**src/sv/jsu_pkg.sv**
```systemverilog
// Shared types and constants for the JSON string unescaper.
`default_nettype none
package jsu_pkg;

  // Input beat: one string body byte or the end of string marker.
  typedef struct packed {
    logic       req_type;
    logic [7:0] in_byte;
  } jsu_in_t;

  // Output beat: one decoded byte or the final status item.
  typedef struct packed {
    logic        item_kind;
    logic [7:0]  out_byte;
    logic        status;
    logic [15:0] out_length;
    logic        last_of_run;
  } jsu_out_t;

  // One queued group: up to four decoded bytes, or one status item.
  typedef struct packed {
    logic            is_status;
    logic            status;
    logic [15:0]     length;
    logic [1:0]      last_idx;
    logic [3:0][7:0] bytes;
  } jsu_grp_t;

  // UTF-8 encoding of one code point.
  typedef struct packed {
    logic [1:0]      last_idx;
    logic [3:0][7:0] bytes;
  } jsu_utf8_t;

  typedef enum logic [2:0] {
    MODE_USUAL     = 3'd0,
    MODE_ESC       = 3'd1,
    MODE_HEX       = 3'd2,
    MODE_SUR_SLASH = 3'd3,
    MODE_SUR_U     = 3'd4
  } parse_mode_t;

  localparam int QUEUE_DEPTH = 4;

  localparam logic       REQ_DATA   = 1'b0;
  localparam logic       REQ_END    = 1'b1;
  localparam logic       KIND_BYTE  = 1'b0;
  localparam logic       KIND_STAT  = 1'b1;

  localparam logic [7:0] CH_QUOTE   = 8'h22;
  localparam logic [7:0] CH_SLASH   = 8'h2F;
  localparam logic [7:0] CH_BSLASH  = 8'h5C;
  localparam logic [7:0] CH_SPACE   = 8'h20;
  localparam logic [7:0] CH_U       = 8'h75;
  localparam logic [7:0] CH_B       = 8'h62;
  localparam logic [7:0] CH_F       = 8'h66;
  localparam logic [7:0] CH_N       = 8'h6E;
  localparam logic [7:0] CH_R       = 8'h72;
  localparam logic [7:0] CH_T       = 8'h74;
  localparam logic [7:0] CTL_BS     = 8'h08;
  localparam logic [7:0] CTL_FF     = 8'h0C;
  localparam logic [7:0] CTL_LF     = 8'h0A;
  localparam logic [7:0] CTL_CR     = 8'h0D;
  localparam logic [7:0] CTL_TAB    = 8'h09;

  localparam logic [5:0] SUR_HI_TAG = 6'b110110;
  localparam logic [5:0] SUR_LO_TAG = 6'b110111;
  localparam logic [20:0] CP_PLANE1 = 21'h10000;
  localparam logic [20:0] CP_MAX1   = 21'h7F;
  localparam logic [20:0] CP_MAX2   = 21'h7FF;
  localparam logic [20:0] CP_MAX3   = 21'hFFFF;

endpackage
`default_nettype wire

```
**src/sv/jsu_front.sv**
```systemverilog
// Front end: accepts input beats, runs the escape parser and queues output groups.
`default_nettype none
module jsu_front import jsu_pkg::*; #(
  parameter int LENGTH_BITS = 16
) (
  input  wire logic     clk,
  input  wire logic     rst_n,
  input  wire logic     in_valid,
  output logic          in_ready,
  input  wire jsu_in_t  in_data,
  input  wire logic     q_full,
  output logic          q_push,
  output jsu_grp_t      q_grp
);

  localparam logic [LENGTH_BITS-1:0] CNT_MAX = '1;

  parse_mode_t            mode_r, mode_nxt;
  logic [15:0]            acc_r, acc_nxt;
  logic [2:0]             digits_r, digits_nxt;
  logic                   pend_r, pend_nxt;
  logic [9:0]             pend_bits_r, pend_bits_nxt;
  logic                   err_r, err_nxt;
  logic [LENGTH_BITS-1:0] cnt_r, cnt_nxt;

  logic                   accept;
  logic                   is_end;
  logic [7:0]             c;
  logic                   hex_ok;
  logic [3:0]             hex_val;
  logic [7:0]             lc;
  logic [15:0]            acc_shift;
  logic                   hex_done;
  logic                   is_hi;
  logic                   is_lo;
  logic [20:0]            enc_cp;
  jsu_utf8_t              enc;
  logic                   emit;
  jsu_utf8_t              emit_grp;
  logic [LENGTH_BITS:0]   cnt_sum;

  function automatic jsu_utf8_t utf8_encode(input logic [20:0] cp);
    jsu_utf8_t r;
    r = '0;
    if (cp <= CP_MAX1) begin
      r.bytes[0] = cp[7:0];
      r.last_idx = 2'd0;
    end else if (cp <= CP_MAX2) begin
      r.bytes[0] = {3'b110, cp[10:6]};
      r.bytes[1] = {2'b10, cp[5:0]};
      r.last_idx = 2'd1;
    end else if (cp <= CP_MAX3) begin
      r.bytes[0] = {4'b1110, cp[15:12]};
      r.bytes[1] = {2'b10, cp[11:6]};
      r.bytes[2] = {2'b10, cp[5:0]};
      r.last_idx = 2'd2;
    end else begin
      r.bytes[0] = {5'b11110, cp[20:18]};
      r.bytes[1] = {2'b10, cp[17:12]};
      r.bytes[2] = {2'b10, cp[11:6]};
      r.bytes[3] = {2'b10, cp[5:0]};
      r.last_idx = 2'd3;
    end
    return r;
  endfunction

  assign in_ready = !q_full;
  assign accept   = in_valid && in_ready;
  assign is_end   = (in_data.req_type == REQ_END);
  assign c        = in_data.in_byte;

  assign lc = c | 8'h20;
  always_comb begin
    hex_ok  = 1'b0;
    hex_val = '0;
    if (c >= 8'h30 && c <= 8'h39) begin
      hex_ok  = 1'b1;
      hex_val = c[3:0];
    end else if (lc >= 8'h61 && lc <= 8'h66) begin
      hex_ok  = 1'b1;
      hex_val = 4'(lc - 8'h57);
    end
  end

  assign acc_shift = {acc_r[11:0], hex_val};
  assign hex_done  = (digits_r <= 3'd1);
  assign is_hi     = (acc_shift[15:10] == SUR_HI_TAG);
  assign is_lo     = (acc_shift[15:10] == SUR_LO_TAG);
  // A completed pair lands in the supplementary planes.
  assign enc_cp    = pend_r ? (CP_PLANE1 + {1'b0, pend_bits_r, acc_shift[9:0]})
                            : {5'd0, acc_shift};
  assign enc       = utf8_encode(enc_cp);

  // Next parse mode.
  always_comb begin
    mode_nxt = mode_r;
    if (accept) begin
      if (is_end) begin
        mode_nxt = MODE_USUAL;
      end else if (!err_r) begin
        unique case (mode_r)
          MODE_USUAL: begin
            if (c == CH_BSLASH) mode_nxt = MODE_ESC;
          end
          MODE_ESC: begin
            case (c) inside
              CH_U: mode_nxt = MODE_HEX;
              CH_QUOTE, CH_SLASH, CH_BSLASH, CH_B, CH_F, CH_N, CH_R, CH_T:
                mode_nxt = MODE_USUAL;
              default: mode_nxt = MODE_ESC;
            endcase
          end
          MODE_HEX: begin
            if (hex_ok && hex_done) begin
              if (pend_r) begin
                if (is_lo) mode_nxt = MODE_USUAL;
              end else if (is_hi) begin
                mode_nxt = MODE_SUR_SLASH;
              end else if (!is_lo) begin
                mode_nxt = MODE_USUAL;
              end
            end
          end
          MODE_SUR_SLASH: begin
            if (c == CH_BSLASH) mode_nxt = MODE_SUR_U;
          end
          MODE_SUR_U: begin
            if (c == CH_U) mode_nxt = MODE_HEX;
          end
          default: mode_nxt = MODE_USUAL;
        endcase
      end
    end
  end

  // Data path registers, error flag and decoded group.
  always_comb begin
    acc_nxt       = acc_r;
    digits_nxt    = digits_r;
    pend_nxt      = pend_r;
    pend_bits_nxt = pend_bits_r;
    err_nxt       = err_r;
    emit          = 1'b0;
    emit_grp      = '0;
    if (accept && !is_end && !err_r) begin
      unique case (mode_r)
        MODE_USUAL: begin
          if (c == CH_QUOTE || c < CH_SPACE) begin
            err_nxt = 1'b1;
          end else if (c != CH_BSLASH) begin
            emit              = 1'b1;
            emit_grp.bytes[0] = c;
          end
        end
        MODE_ESC: begin
          emit = 1'b1;
          case (c) inside
            CH_U: begin
              emit       = 1'b0;
              acc_nxt    = '0;
              digits_nxt = 3'd4;
            end
            CH_QUOTE, CH_SLASH, CH_BSLASH: emit_grp.bytes[0] = c;
            CH_B: emit_grp.bytes[0] = CTL_BS;
            CH_F: emit_grp.bytes[0] = CTL_FF;
            CH_N: emit_grp.bytes[0] = CTL_LF;
            CH_R: emit_grp.bytes[0] = CTL_CR;
            CH_T: emit_grp.bytes[0] = CTL_TAB;
            default: begin
              emit    = 1'b0;
              err_nxt = 1'b1;
            end
          endcase
        end
        MODE_HEX: begin
          if (!hex_ok) begin
            err_nxt = 1'b1;
          end else begin
            acc_nxt = acc_shift;
            if (digits_r != 3'd0) digits_nxt = digits_r - 3'd1;
            if (hex_done) begin
              if (pend_r) begin
                if (is_lo) begin
                  emit     = 1'b1;
                  emit_grp = enc;
                  pend_nxt = 1'b0;
                end else begin
                  err_nxt = 1'b1;
                end
              end else if (is_hi) begin
                pend_nxt      = 1'b1;
                pend_bits_nxt = acc_shift[9:0];
              end else if (is_lo) begin
                err_nxt = 1'b1;
              end else begin
                emit     = 1'b1;
                emit_grp = enc;
              end
            end
          end
        end
        MODE_SUR_SLASH: begin
          if (c != CH_BSLASH) err_nxt = 1'b1;
        end
        MODE_SUR_U: begin
          if (c == CH_U) begin
            acc_nxt    = '0;
            digits_nxt = 3'd4;
          end else begin
            err_nxt = 1'b1;
          end
        end
        default: err_nxt = 1'b1;
      endcase
    end
  end

  assign cnt_sum = {1'b0, cnt_r} + (LENGTH_BITS+1)'({1'b0, emit_grp.last_idx} + 3'd1);

  always_comb begin
    cnt_nxt = cnt_r;
    if (emit) begin
      cnt_nxt = (cnt_sum > {1'b0, CNT_MAX}) ? CNT_MAX : cnt_sum[LENGTH_BITS-1:0];
    end
  end

  always_comb begin
    q_push = accept && (is_end || emit);
    q_grp  = '0;
    if (is_end) begin
      q_grp.is_status = 1'b1;
      q_grp.status    = err_r || (mode_r != MODE_USUAL);
      q_grp.length    = 16'(cnt_r);
    end else begin
      q_grp.bytes    = emit_grp.bytes;
      q_grp.last_idx = emit_grp.last_idx;
    end
  end

  always_ff @(posedge clk) begin
    if (!rst_n || (accept && is_end)) begin
      mode_r      <= MODE_USUAL;
      acc_r       <= '0;
      digits_r    <= '0;
      pend_r      <= 1'b0;
      pend_bits_r <= '0;
      err_r       <= 1'b0;
      cnt_r       <= '0;
    end else begin
      mode_r      <= mode_nxt;
      acc_r       <= acc_nxt;
      digits_r    <= digits_nxt;
      pend_r      <= pend_nxt;
      pend_bits_r <= pend_bits_nxt;
      err_r       <= err_nxt;
      cnt_r       <= cnt_nxt;
    end
  end

endmodule
`default_nettype wire

```
**src/sv/jsu_queue.sv**
```systemverilog
// Small flop queue of decoded groups between the front and back ends.
`default_nettype none
module jsu_queue import jsu_pkg::*; (
  input  wire logic     clk,
  input  wire logic     rst_n,
  input  wire logic     push,
  input  wire jsu_grp_t push_grp,
  input  wire logic     pop,
  output jsu_grp_t      head,
  output logic          empty,
  output logic          full
);

  localparam int PTR_W = $clog2(QUEUE_DEPTH);

  jsu_grp_t             mem_r [QUEUE_DEPTH];
  logic [PTR_W-1:0]     wr_ptr_r, wr_ptr_nxt;
  logic [PTR_W-1:0]     rd_ptr_r, rd_ptr_nxt;
  logic [PTR_W:0]       cnt_r, cnt_nxt;

  assign empty = (cnt_r == '0);
  assign full  = (cnt_r == (PTR_W+1)'(QUEUE_DEPTH));
  assign head  = mem_r[rd_ptr_r];

  always_comb begin
    wr_ptr_nxt = push ? wr_ptr_r + 1'b1 : wr_ptr_r;
    rd_ptr_nxt = pop  ? rd_ptr_r + 1'b1 : rd_ptr_r;
    cnt_nxt    = cnt_r;
    if (push && !pop)      cnt_nxt = cnt_r + 1'b1;
    else if (pop && !push) cnt_nxt = cnt_r - 1'b1;
  end

  always_ff @(posedge clk) begin
    if (push) mem_r[wr_ptr_r] <= push_grp;
  end

  always_ff @(posedge clk) begin
    if (!rst_n) begin
      wr_ptr_r <= '0;
      rd_ptr_r <= '0;
      cnt_r    <= '0;
    end else begin
      wr_ptr_r <= wr_ptr_nxt;
      rd_ptr_r <= rd_ptr_nxt;
      cnt_r    <= cnt_nxt;
    end
  end

endmodule
`default_nettype wire

```
**src/sv/jsu_back.sv**
```systemverilog
// Back end: serializes queued groups into output beats through an output register.
`default_nettype none
module jsu_back import jsu_pkg::*; (
  input  wire logic     clk,
  input  wire logic     rst_n,
  input  wire jsu_grp_t head,
  input  wire logic     empty,
  output logic          pop,
  output logic          out_valid,
  input  wire logic     out_ready,
  output jsu_out_t      out_data
);

  logic       out_valid_r;
  jsu_out_t   out_data_r, out_data_nxt;
  logic [1:0] idx_r, idx_nxt;
  logic       load;
  logic       take;
  logic       last;

  assign load = !out_valid_r || out_ready;
  assign take = load && !empty;
  assign last = head.is_status || (idx_r == head.last_idx);
  assign pop  = take && last;

  always_comb begin
    idx_nxt = idx_r;
    if (take) idx_nxt = last ? 2'd0 : idx_r + 2'd1;
  end

  always_comb begin
    out_data_nxt = '0;
    if (head.is_status) begin
      out_data_nxt.item_kind  = KIND_STAT;
      out_data_nxt.status     = head.status;
      out_data_nxt.out_length = head.length;
    end else begin
      out_data_nxt.item_kind = KIND_BYTE;
      out_data_nxt.out_byte  = head.bytes[idx_r];
    end
    out_data_nxt.last_of_run = last;
  end

  always_ff @(posedge clk) begin
    if (!rst_n) begin
      out_valid_r <= 1'b0;
      idx_r       <= '0;
    end else begin
      if (load) out_valid_r <= !empty;
      idx_r <= idx_nxt;
    end
  end

  always_ff @(posedge clk) begin
    if (take) out_data_r <= out_data_nxt;
  end

  assign out_valid = out_valid_r;
  assign out_data  = out_data_r;

endmodule
`default_nettype wire

```
**src/sv/json_string_unescape.sv**
```systemverilog
// Top level of the JSON string unescaper: front end, group queue and back end.
//
// Usage: send the bytes of an unquoted JSON string body on the in_ channel
// (req_type 0), then one end marker (req_type 1). Each data beat yields zero
// to four decoded UTF-8 bytes on the out_ channel; the end marker yields one
// status beat with the error flag and the saturated output length, and
// returns the decoder to its reset state. last_of_run marks the final output
// beat caused by one input beat. After an error, data beats give no output.
// An accepted input beat goes into the group queue, and its first output
// beat is loaded from there into the output register. Throughput: one input
// beat per cycle while each gives at most one output beat and the receiver
// is ready; the back end sends one beat per cycle while the receiver is
// ready, one per decoded byte, and a four-entry group queue absorbs the spread.
// When the receiver stalls, the output register holds its beat, the queue
// fills and in_ready drops once all four entries are taken.
// Reset (rst_n low, synchronous) empties the queue and the output register
// and clears the parser state.
`default_nettype none
module json_string_unescape import jsu_pkg::*; #(
  parameter int LENGTH_BITS = 16
) (
  input  wire logic     clk,
  input  wire logic     rst_n,
  input  wire logic     in_valid,
  output logic          in_ready,
  input  wire jsu_in_t  in_data,
  output logic          out_valid,
  input  wire logic     out_ready,
  output jsu_out_t      out_data
);

  logic     q_push;
  jsu_grp_t q_grp;
  logic     q_pop;
  jsu_grp_t q_head;
  logic     q_empty;
  logic     q_full;

  jsu_front #(
    .LENGTH_BITS(LENGTH_BITS)
  ) u_front (
    .clk      (clk),
    .rst_n    (rst_n),
    .in_valid (in_valid),
    .in_ready (in_ready),
    .in_data  (in_data),
    .q_full   (q_full),
    .q_push   (q_push),
    .q_grp    (q_grp)
  );

  jsu_queue u_queue (
    .clk      (clk),
    .rst_n    (rst_n),
    .push     (q_push),
    .push_grp (q_grp),
    .pop      (q_pop),
    .head     (q_head),
    .empty    (q_empty),
    .full     (q_full)
  );

  jsu_back u_back (
    .clk       (clk),
    .rst_n     (rst_n),
    .head      (q_head),
    .empty     (q_empty),
    .pop       (q_pop),
    .out_valid (out_valid),
    .out_ready (out_ready),
    .out_data  (out_data)
  );

endmodule
`default_nettype wire

```
**config.mk**
```make
export PLATFORM = sky130hd
export DESIGN_NAME = json_string_unescape
export DESIGN_NICKNAME = d
export VERILOG_FILES = /design/src/sv/jsu_pkg.sv /design/src/sv/jsu_front.sv /design/src/sv/jsu_queue.sv /design/src/sv/jsu_back.sv /design/src/sv/json_string_unescape.sv
export SDC_FILE = /design/constraint.sdc
export NUM_CORES = 1
export LEC_CHECK = 0
export BUFFER_PORTS_ARGS = -buffer_cell sky130_fd_sc_hd__clkbuf_2
export CELL_PAD_IN_SITES_DETAIL_PLACEMENT = 1
export CELL_PAD_IN_SITES_GLOBAL_PLACEMENT = 1
export CORE_ASPECT_RATIO = 1.5
export CORE_MARGIN = 2
export CORE_UTILIZATION = 28
export DETAILED_ROUTE_END_ITERATION = 12
export HOLD_SLACK_MARGIN = 0.03
export MAX_ROUTING_LAYER = met4
export PLACE_DENSITY_LB_ADDON = 0.15
export SETUP_SLACK_MARGIN = 0.3
export SLEW_MARGIN = 30
export SYNTH_ARGS = -nofsm -noshare
export SYNTH_HDL_FRONTEND = slang
export SYNTH_HIERARCHICAL = 1
export SYNTH_SLANG_ARGS = --single-unit
```
**constraint.sdc**
```tcl
create_clock -name clk -period 4.35 [get_ports clk]
set_clock_uncertainty 0.05 [all_clocks]
set_input_delay 0.87 -clock clk [delete_from_list [all_inputs] [get_ports clk]]
set_output_delay 0.87 -clock clk [all_outputs]
set_load 0.02 [all_outputs]
```
# After elaboration in Yosys (flattened, before gate mapping)
# Memory sizes are Yosys's and may differ from the RTL's. A register that Yosys moved wholly into a read port is not among the register bits.
# Cells that the tools add are included.
# word_totals
regBits	83
latchBits	0
ramBits	208
mem_bits_ro	0
inputBits	13
out_inout_bits	29
wordCells	226
n_memories	1
# classes
n_addsub	10
mul	0
div	0
magnitude_cmp	11
eq_ne	42
n_shift	0
mux	103
bitwise	1
reduce_logical	41
# mem_list
memory	depth	width	rd	rd_clocked_by_memory_dff	write_ports	line_no	text
u_queue.mem_r	4	52	1	1	1	jsu_queue.sv:16	jsu_grp_t mem_r [QUEUE_DEPTH];
# op_table
cell	n
2-to-1 mux 34 bit	8
2-to-1 mux 8 bit	11
2-to-1 mux 24 bit	3
equality test 8 x 7 -> 1 bit (second input constant)	7
2-to-1 mux 16 bit	3
2-to-1 mux 3 bit	16
2-to-1 mux 1 bit	41
2-to-1 mux 26 bit	1
2-to-1 mux 12 bit	2
case mux 12 bit (2 select lines)	1
case mux 8 bit (3 select lines)	1
2-to-1 mux 22 bit	1
adder 17 x 20 -> 21 bit (first input constant)	1
less-or-equal comparator 21 x 11 -> 1 bit (second input constant)	1
less-or-equal comparator 21 x 16 -> 1 bit (second input constant)	1
less-or-equal comparator 21 x 7 -> 1 bit (second input constant)	1
2-to-1 mux 21 bit	1
2-to-1 mux 18 bit	1
inequality test 2 bit (second input constant)	9
adder 16 x 17 -> 17 bit	1
> comparator 17 x 16 -> 1 bit (second input constant)	1
binary-select mux 8 bit (select 2 bit)	1
equality test 8 x 6 -> 1 bit (second input constant)	2
case mux 3 bit (5 select lines)	1
other kinds (44)	92

# Depth between registers and ports, before layout
# depth
word_depth	23
mapped_depth	18
mapped_depth_nobuf	18

# By module
# The synthesis kept the hierarchy.
# by_module_without_submodules
mod	instances	cells_each	area_per_inst_um2	seq_area_each_um2
jsu_queue	1	315	8010.2	6426.2
jsu_front	1	504	3692.3	920.9
jsu_back	1	84	1367.6	870.8

# Worst setup path before layout
# OpenSTA, ideal clock, no wires.
# synth_path
path_type	input to register
start	input port in_data[0] in the netlist's numbering
end	register u_front.cnt_r[2]
setup_ps	91
t_arrival_ps	4500
required_time_ps	4209
slack_ps	-291
cell_stages	18
n_path_buf	1
cell_sequence	inv_1 > ha_1 > nor3b_1 > nor4_1 > o21ai_1 > nor2_1 > nand3_1 > inv_2 > o21ai_0 > ha_1 > inv_1 > fa_1 > nand4_1 > nor4_1 > nand2_1 > and3_1 > clkbuf_1 > a311oi_1
# synth_via
elab_chain_len	21
elab_cells_between_ends	56
classes_between	add/sub (4); order compare (9); eq/ne (10); mux (29); reduce/logical (4)
# synth_rtl
element	line_no	text
start: declaration	json_string_unescape.sv:26	input wire jsu_in_t in_data,
greater-or-equal comparator 8 x 7 -> 1 bit or less-or-equal comparator 8 x 7 -> 1 bit (tied branches)	jsu_front.sv:79	end else if (lc >= 8'h61 && lc <= 8'h66) begin
logical AND 1 bit	jsu_front.sv:79	
2-to-1 mux 4 bit	jsu_front.sv:79	
2-to-1 mux 4 bit	jsu_front.sv:76	if (c >= 8'h30 && c <= 8'h39) begin
adder 17 x 20 -> 21 bit	jsu_front.sv:90	assign enc_cp = pend_r ? (CP_PLANE1 + {1'b0, pend_bits_r, acc_shift[9:0]})
2-to-1 mux 21 bit	jsu_front.sv:90	
less-or-equal comparator 21 x 16 -> 1 bit	jsu_front.sv:52	end else if (cp <= CP_MAX3) begin
2-to-1 mux 1 bit	jsu_front.sv:52	
[... 5 more ...]	--	
2-to-1 mux 34 bit	jsu_front.sv:181	if (hex_done) begin
2-to-1 mux 34 bit	jsu_front.sv:176	if (!hex_ok) begin
2-to-1 mux 26 bit	jsu_front.sv:146	unique case (mode_r)
2-to-1 mux 34 bit	jsu_front.sv:145	if (accept && !is_end && !err_r) begin
adder 2 x 1 -> 3 bit	jsu_front.sv:218	assign cnt_sum = {1'b0, cnt_r} + (LENGTH_BITS+1)'({1'b0, emit_grp.last_idx} + 3'd1);
adder 16 x 17 -> 17 bit	jsu_front.sv:218	
> comparator 17 x 16 -> 1 bit	jsu_front.sv:223	cnt_nxt = (cnt_sum > {1'b0, CNT_MAX}) ? CNT_MAX : cnt_sum[LENGTH_BITS-1:0];
2-to-1 mux 16 bit	jsu_front.sv:223	
end signal: assignment	jsu_front.sv:256	cnt_r <= cnt_nxt;
end: declaration	jsu_front.sv:24	logic [LENGTH_BITS-1:0] cnt_r, cnt_nxt;
# Parallel ways exist; a longest one is shown, timed or not.
# A chain may end at the register's enable or synchronous reset.

# Worst setup path in the final report
# layout_path
start	register u_front.pend_bits_r[7]
end	register u_front.cnt_r[13]
# layout_via
elab_chain_len	17
elab_cells_between_ends	20
classes_between	add/sub (3); order compare (4); mux (13)
# layout_rtl
element	line_no	text
start: declaration	jsu_front.sv:22	logic [9:0] pend_bits_r, pend_bits_nxt;
start signal: assignment	jsu_front.sv:254	pend_bits_r <= pend_bits_nxt;
adder 17 x 20 -> 21 bit *	jsu_front.sv:90	
2-to-1 mux 21 bit *	jsu_front.sv:90	
less-or-equal comparator 21 x 16 -> 1 bit	jsu_front.sv:52	
2-to-1 mux 1 bit	jsu_front.sv:52	
2-to-1 mux 2 bit	jsu_front.sv:48	end else if (cp <= CP_MAX2) begin
2-to-1 mux 2 bit *	jsu_front.sv:45	if (cp <= CP_MAX1) begin
2-to-1 mux 34 bit	jsu_front.sv:193	end else if (is_lo) begin
2-to-1 mux 34 bit	jsu_front.sv:190	end else if (is_hi) begin
2-to-1 mux 34 bit *	jsu_front.sv:182	if (pend_r) begin
2-to-1 mux 34 bit *	jsu_front.sv:181	
2-to-1 mux 34 bit *	jsu_front.sv:176	
2-to-1 mux 26 bit *	jsu_front.sv:146	
2-to-1 mux 34 bit *	jsu_front.sv:145	
adder 2 x 1 -> 3 bit *	jsu_front.sv:218	
adder 16 x 17 -> 17 bit *	jsu_front.sv:218	
> comparator 17 x 16 -> 1 bit	jsu_front.sv:223	
2-to-1 mux 16 bit *	jsu_front.sv:223	
# Every way passes the cells marked *; elsewhere a longest branch is shown, timed or not.

==> results.sh <==
export IMPL_die_area_um2=48500
export IMPL_cpPeakStageDelay_ps=440
export IMPL_start_util=0.282
export IMPL_cts_hold_buf=0
export IMPL_globalplace_congestion=0.812
export IMPL_rows=97
export IMPL_end_kind="flop"
export IMPL_drtAntennaViolNets=0
export IMPL_grt_max_degree=33
export IMPL_slew_viol_final=0
export IMPL_synth_top_area_cell="edfxtp_1"
export IMPL_die_y_um=269
export IMPL_path_max_fanout=15
export IMPL_grt_pass1_vias=8728
export IMPL_path_cells="ha_1, or2_2, o21a_1, o31a_1, or3_4, nand3_2, buf_6, nor2_1, ha_1, nand2b_1, a2111oi_2, buf_4, and2_1, nor2b_4, a31oi_1, a211oi_1"
export IMPL_whs_endpoint="u_front/acc_r[10]"
export IMPL_ctsRootBufferMaster="clkbuf_16"
export IMPL_portBuffers=41
export IMPL_cpMostUsedCell="ha_1"
export IMPL_layout_nets=1024
export IMPL_grt_usage=0.145
export IMPL_yosysUniqueCellTypes=73
export IMPL_fmax_mhz=262
export IMPL_rr_startpoint="u_front/pend_bits_r[7]"
export IMPL_met1Wirelength_mm=13.8
export IMPL_multi_input_area_um2=4490
export IMPL_finalCriticalPeriod_ps=3820
export IMPL_ys_seq_area_frac=0.629
export IMPL_worstSkewPairLatency_ps=580
export IMPL_syn_inst=903
export IMPL_synth_area_mux_share=0.125
export IMPL_hp_start="u_front/acc_r[10]"
export IMPL_overflow=0
export IMPL_slowest_stage="or3_4"
export IMPL_crit_family="simple AND/OR/NAND/NOR gates"
export IMPL_first_iter_violations=303
export IMPL_synth_top_family_by_area="multiplexers"
export IMPL_nFillCells=4882
export IMPL_hp_class="flop to flop"
export IMPL_wl_met3_um=783
export IMPL_rr_worst_depth=16
export IMPL_antenna_found_initial=0
export IMPL_first_pass_iters=4
export IMPL_cts_sinks=293
export IMPL_drc=0
export IMPL_crit_type="flop to flop"
export IMPL_cp_buffers_inverters=2
export IMPL_synth_fa_ha_area_frac=0.0184
export IMPL_critPathLaunchType="flop"
export IMPL_area_growth_pct=17.2
export IMPL_synth_flop_cell="edfxtp_1"
export IMPL_drive_gt1_frac=0.235
export IMPL_cp_required_ps=4790
export IMPL_mostFrequentLayoutCells="edfxtp_1, buf_4, dfxtp_1, nor2_1, nand2_1"
export IMPL_grt_pass1_wl_mm=52.4
export IMPL_cap_violations=0
export IMPL_synth_xor_area_frac=0.00737
export IMPL_post_cts_setup_buffer_count=0
export IMPL_power_frac_comb=0.222
export IMPL_worstReg2RegEnd="u_front/cnt_r[13]"
export IMPL_internal_power_mw=5.66
export IMPL_rsz0062_at_grt="no"
export IMPL_vias=7851
export IMPL_setup_violations_final=0
export IMPL_layout_worst_path_cycle_share=0.879
export IMPL_cts_path_max_buffers=3
export IMPL_netlist_area_um2=13100
export IMPL_syn_avg_cell_area_um2=14.5
export IMPL_top_layer="met4"
export IMPL_hold_viol_final=0
export IMPL_whs_ps=427
export IMPL_routedWlPerCell_um=20.9
export IMPL_final_common_cell="edfxtp_1"
export IMPL_relSlewSlack=0.403
export IMPL_clk_pin_slew_ps=60
export IMPL_postRouteWirelength_mm=33.6
export IMPL_crit_arrival_ps=4270
export IMPL_synthTopCellsByArea="edfxtp_1, dfxtp_1, mux4_2"
export IMPL_outcome="completed"
export IMPL_ir_drop_uv=300
export IMPL_synth_seq_cells=293
export IMPL_worst_pin_slew_ps=888
export IMPL_power_switching_mw=2.23
export IMPL_min_path_cells=2
export IMPL_synth_simple_area_share=0.117
export IMPL_cts_tree="done"
export IMPL_power_frac_seq=0.452
export IMPL_ios=42
export IMPL_ff2ff_setup_slack_ps=530
export IMPL_route_met2_wl_mm=18.1
export IMPL_synth_warnings=6
export IMPL_p_leak_nw=5.26
export IMPL_fin_util=0.330
export IMPL_synth_compound_area_frac=0.0702
export IMPL_clkPwrFrac=0.326
export IMPL_seq_area_um2=8220
export IMPL_synth_edf_count=235
export IMPL_viasPerCell=4.88
export IMPL_power_density_nw_per_um2=515
export IMPL_dp_final_hpwl_mm=23.2
export IMPL_async_flop_share=0
export IMPL_coreArea_um2=46400
export IMPL_antenna_cells=0
export IMPL_switching_share=0.283
export IMPL_numCtsBuffers=31
export IMPL_htreeDepth=1
export IMPL_yosys_area_top_type_share=0.540
export IMPL_die_x_um=180
per-layer routing:
layer | track usage | up-vias
li1 | - | 3664
met1 | 0.159 | 4045
met2 | 0.273 | 95
met3 | 0.0149 | 47
met4 | 0.0466 | 0
met5 | - | -
repair_timing:
item                       CTS  global route
pin swaps                    0             0
setup endpoints to repair    3            11
resized for setup            4             5
synth_stat cells (6+ instances only):
cell	count
nor3_1	15
clkbuf_1	22
and2_1	49
and3_1	13
nand3_1	27
buf_2	18
o21ai_0	17
nor2_1	53
mux2i_1	20
edfxtp_1	235
a22oi_1	10
a31oi_1	13
nor2b_1	17
mux4_2	50
mux4_1	10
a211oi_1	9
ha_1	16
nand2b_1	7
nand2_1	52
or3_1	6
xor2_1	6
dfxtp_1	58
a21oi_1	30
inv_1	26
through the flow:
stage	TNS [ps]	setup WS [ps]	power, mW	std cells	area, um2
2_1_floorplan	0	195	4.95	905	13100
3_3_place_gp	-190	-97.0	5.46	1554	14300
3_5_place_dp	-206	-107	5.47	1554	14300
4_1_cts	0	317	8.10	1610	15300
5_1_grt	0	310	8.32	1610	15300
6_report	0	527	7.90	1610	15300
flip-flops by register name, indices dropped and copies added (netlist names), named ones only:
signal and cells:
u_queue/wr_ptr_r 2, u_back/idx_r 2, u_queue/rd_ptr_r 2, u_front/mode_r 3
u_front/acc_r 12, u_front/pend_bits_r 10, u_front/err_r 1, u_front/digits_r 3
u_queue/mem_r 208, u_front/pend_r 1, u_queue/cnt_r 3, u_back/out_data 27
u_front/cnt_r 16, u_back/out_valid 1
tightest hold or removal path: stages, from the launching register on:
cell     delay [ps]
dfxtp_1         320
nand2_1          60
a21oi_1          50
area by class of cell:
type,count,area share
clock inverter,21,0.0118
sequential,293,0.537
multi-input combinational,533,0.293
inverter,27,0.00662
timing repair buffer,107,0.0509
clock buffer,35,0.0523
tap,594,0.0485
power by group through the flow:
stage          Clock [mW]  Combinational (mW)  Sequential [mW]
2_1_floorplan           0                1.20             3.74
3_3_place_gp            0                1.83             3.63
3_5_place_dp            0                1.83             3.64
4_1_cts              2.69                1.83             3.58
5_1_grt              2.78                1.93             3.61
6_report             2.58                1.75             3.57
how the worst max path moves through the flow:
| stage | from | end | cells past startpoint |
|---|---|---|---|
| after floorplan | in_data[3] | u_front/cnt_r[2] | 17 |
| after global placement | in_data[0] | u_front/cnt_r[15] | 18 |
| after detailed placement | in_data[0] | u_front/cnt_r[13] | 18 |
| after CTS | u_front/pend_bits_r[7] | u_front/cnt_r[13] | 16 |
| after global routing | u_front/pend_bits_r[7] | u_front/cnt_r[13] | 16 |
| final | u_front/pend_bits_r[7] | u_front/cnt_r[13] | 16 |
cells by family (layout without fill, tap and decap cells):
logic type	after synthesis	count (layout)
adder cells (fa/ha/maj)	18	18
AND/OR/NAND/NOR	280	280
AO/OA/AOI/OAI	137	137
buffers and inverters	79	190
multiplexers	84	84
XOR/XNOR	11	11
flip-flops	293	293
other	1	3
(Power assumes the default switching activity.)
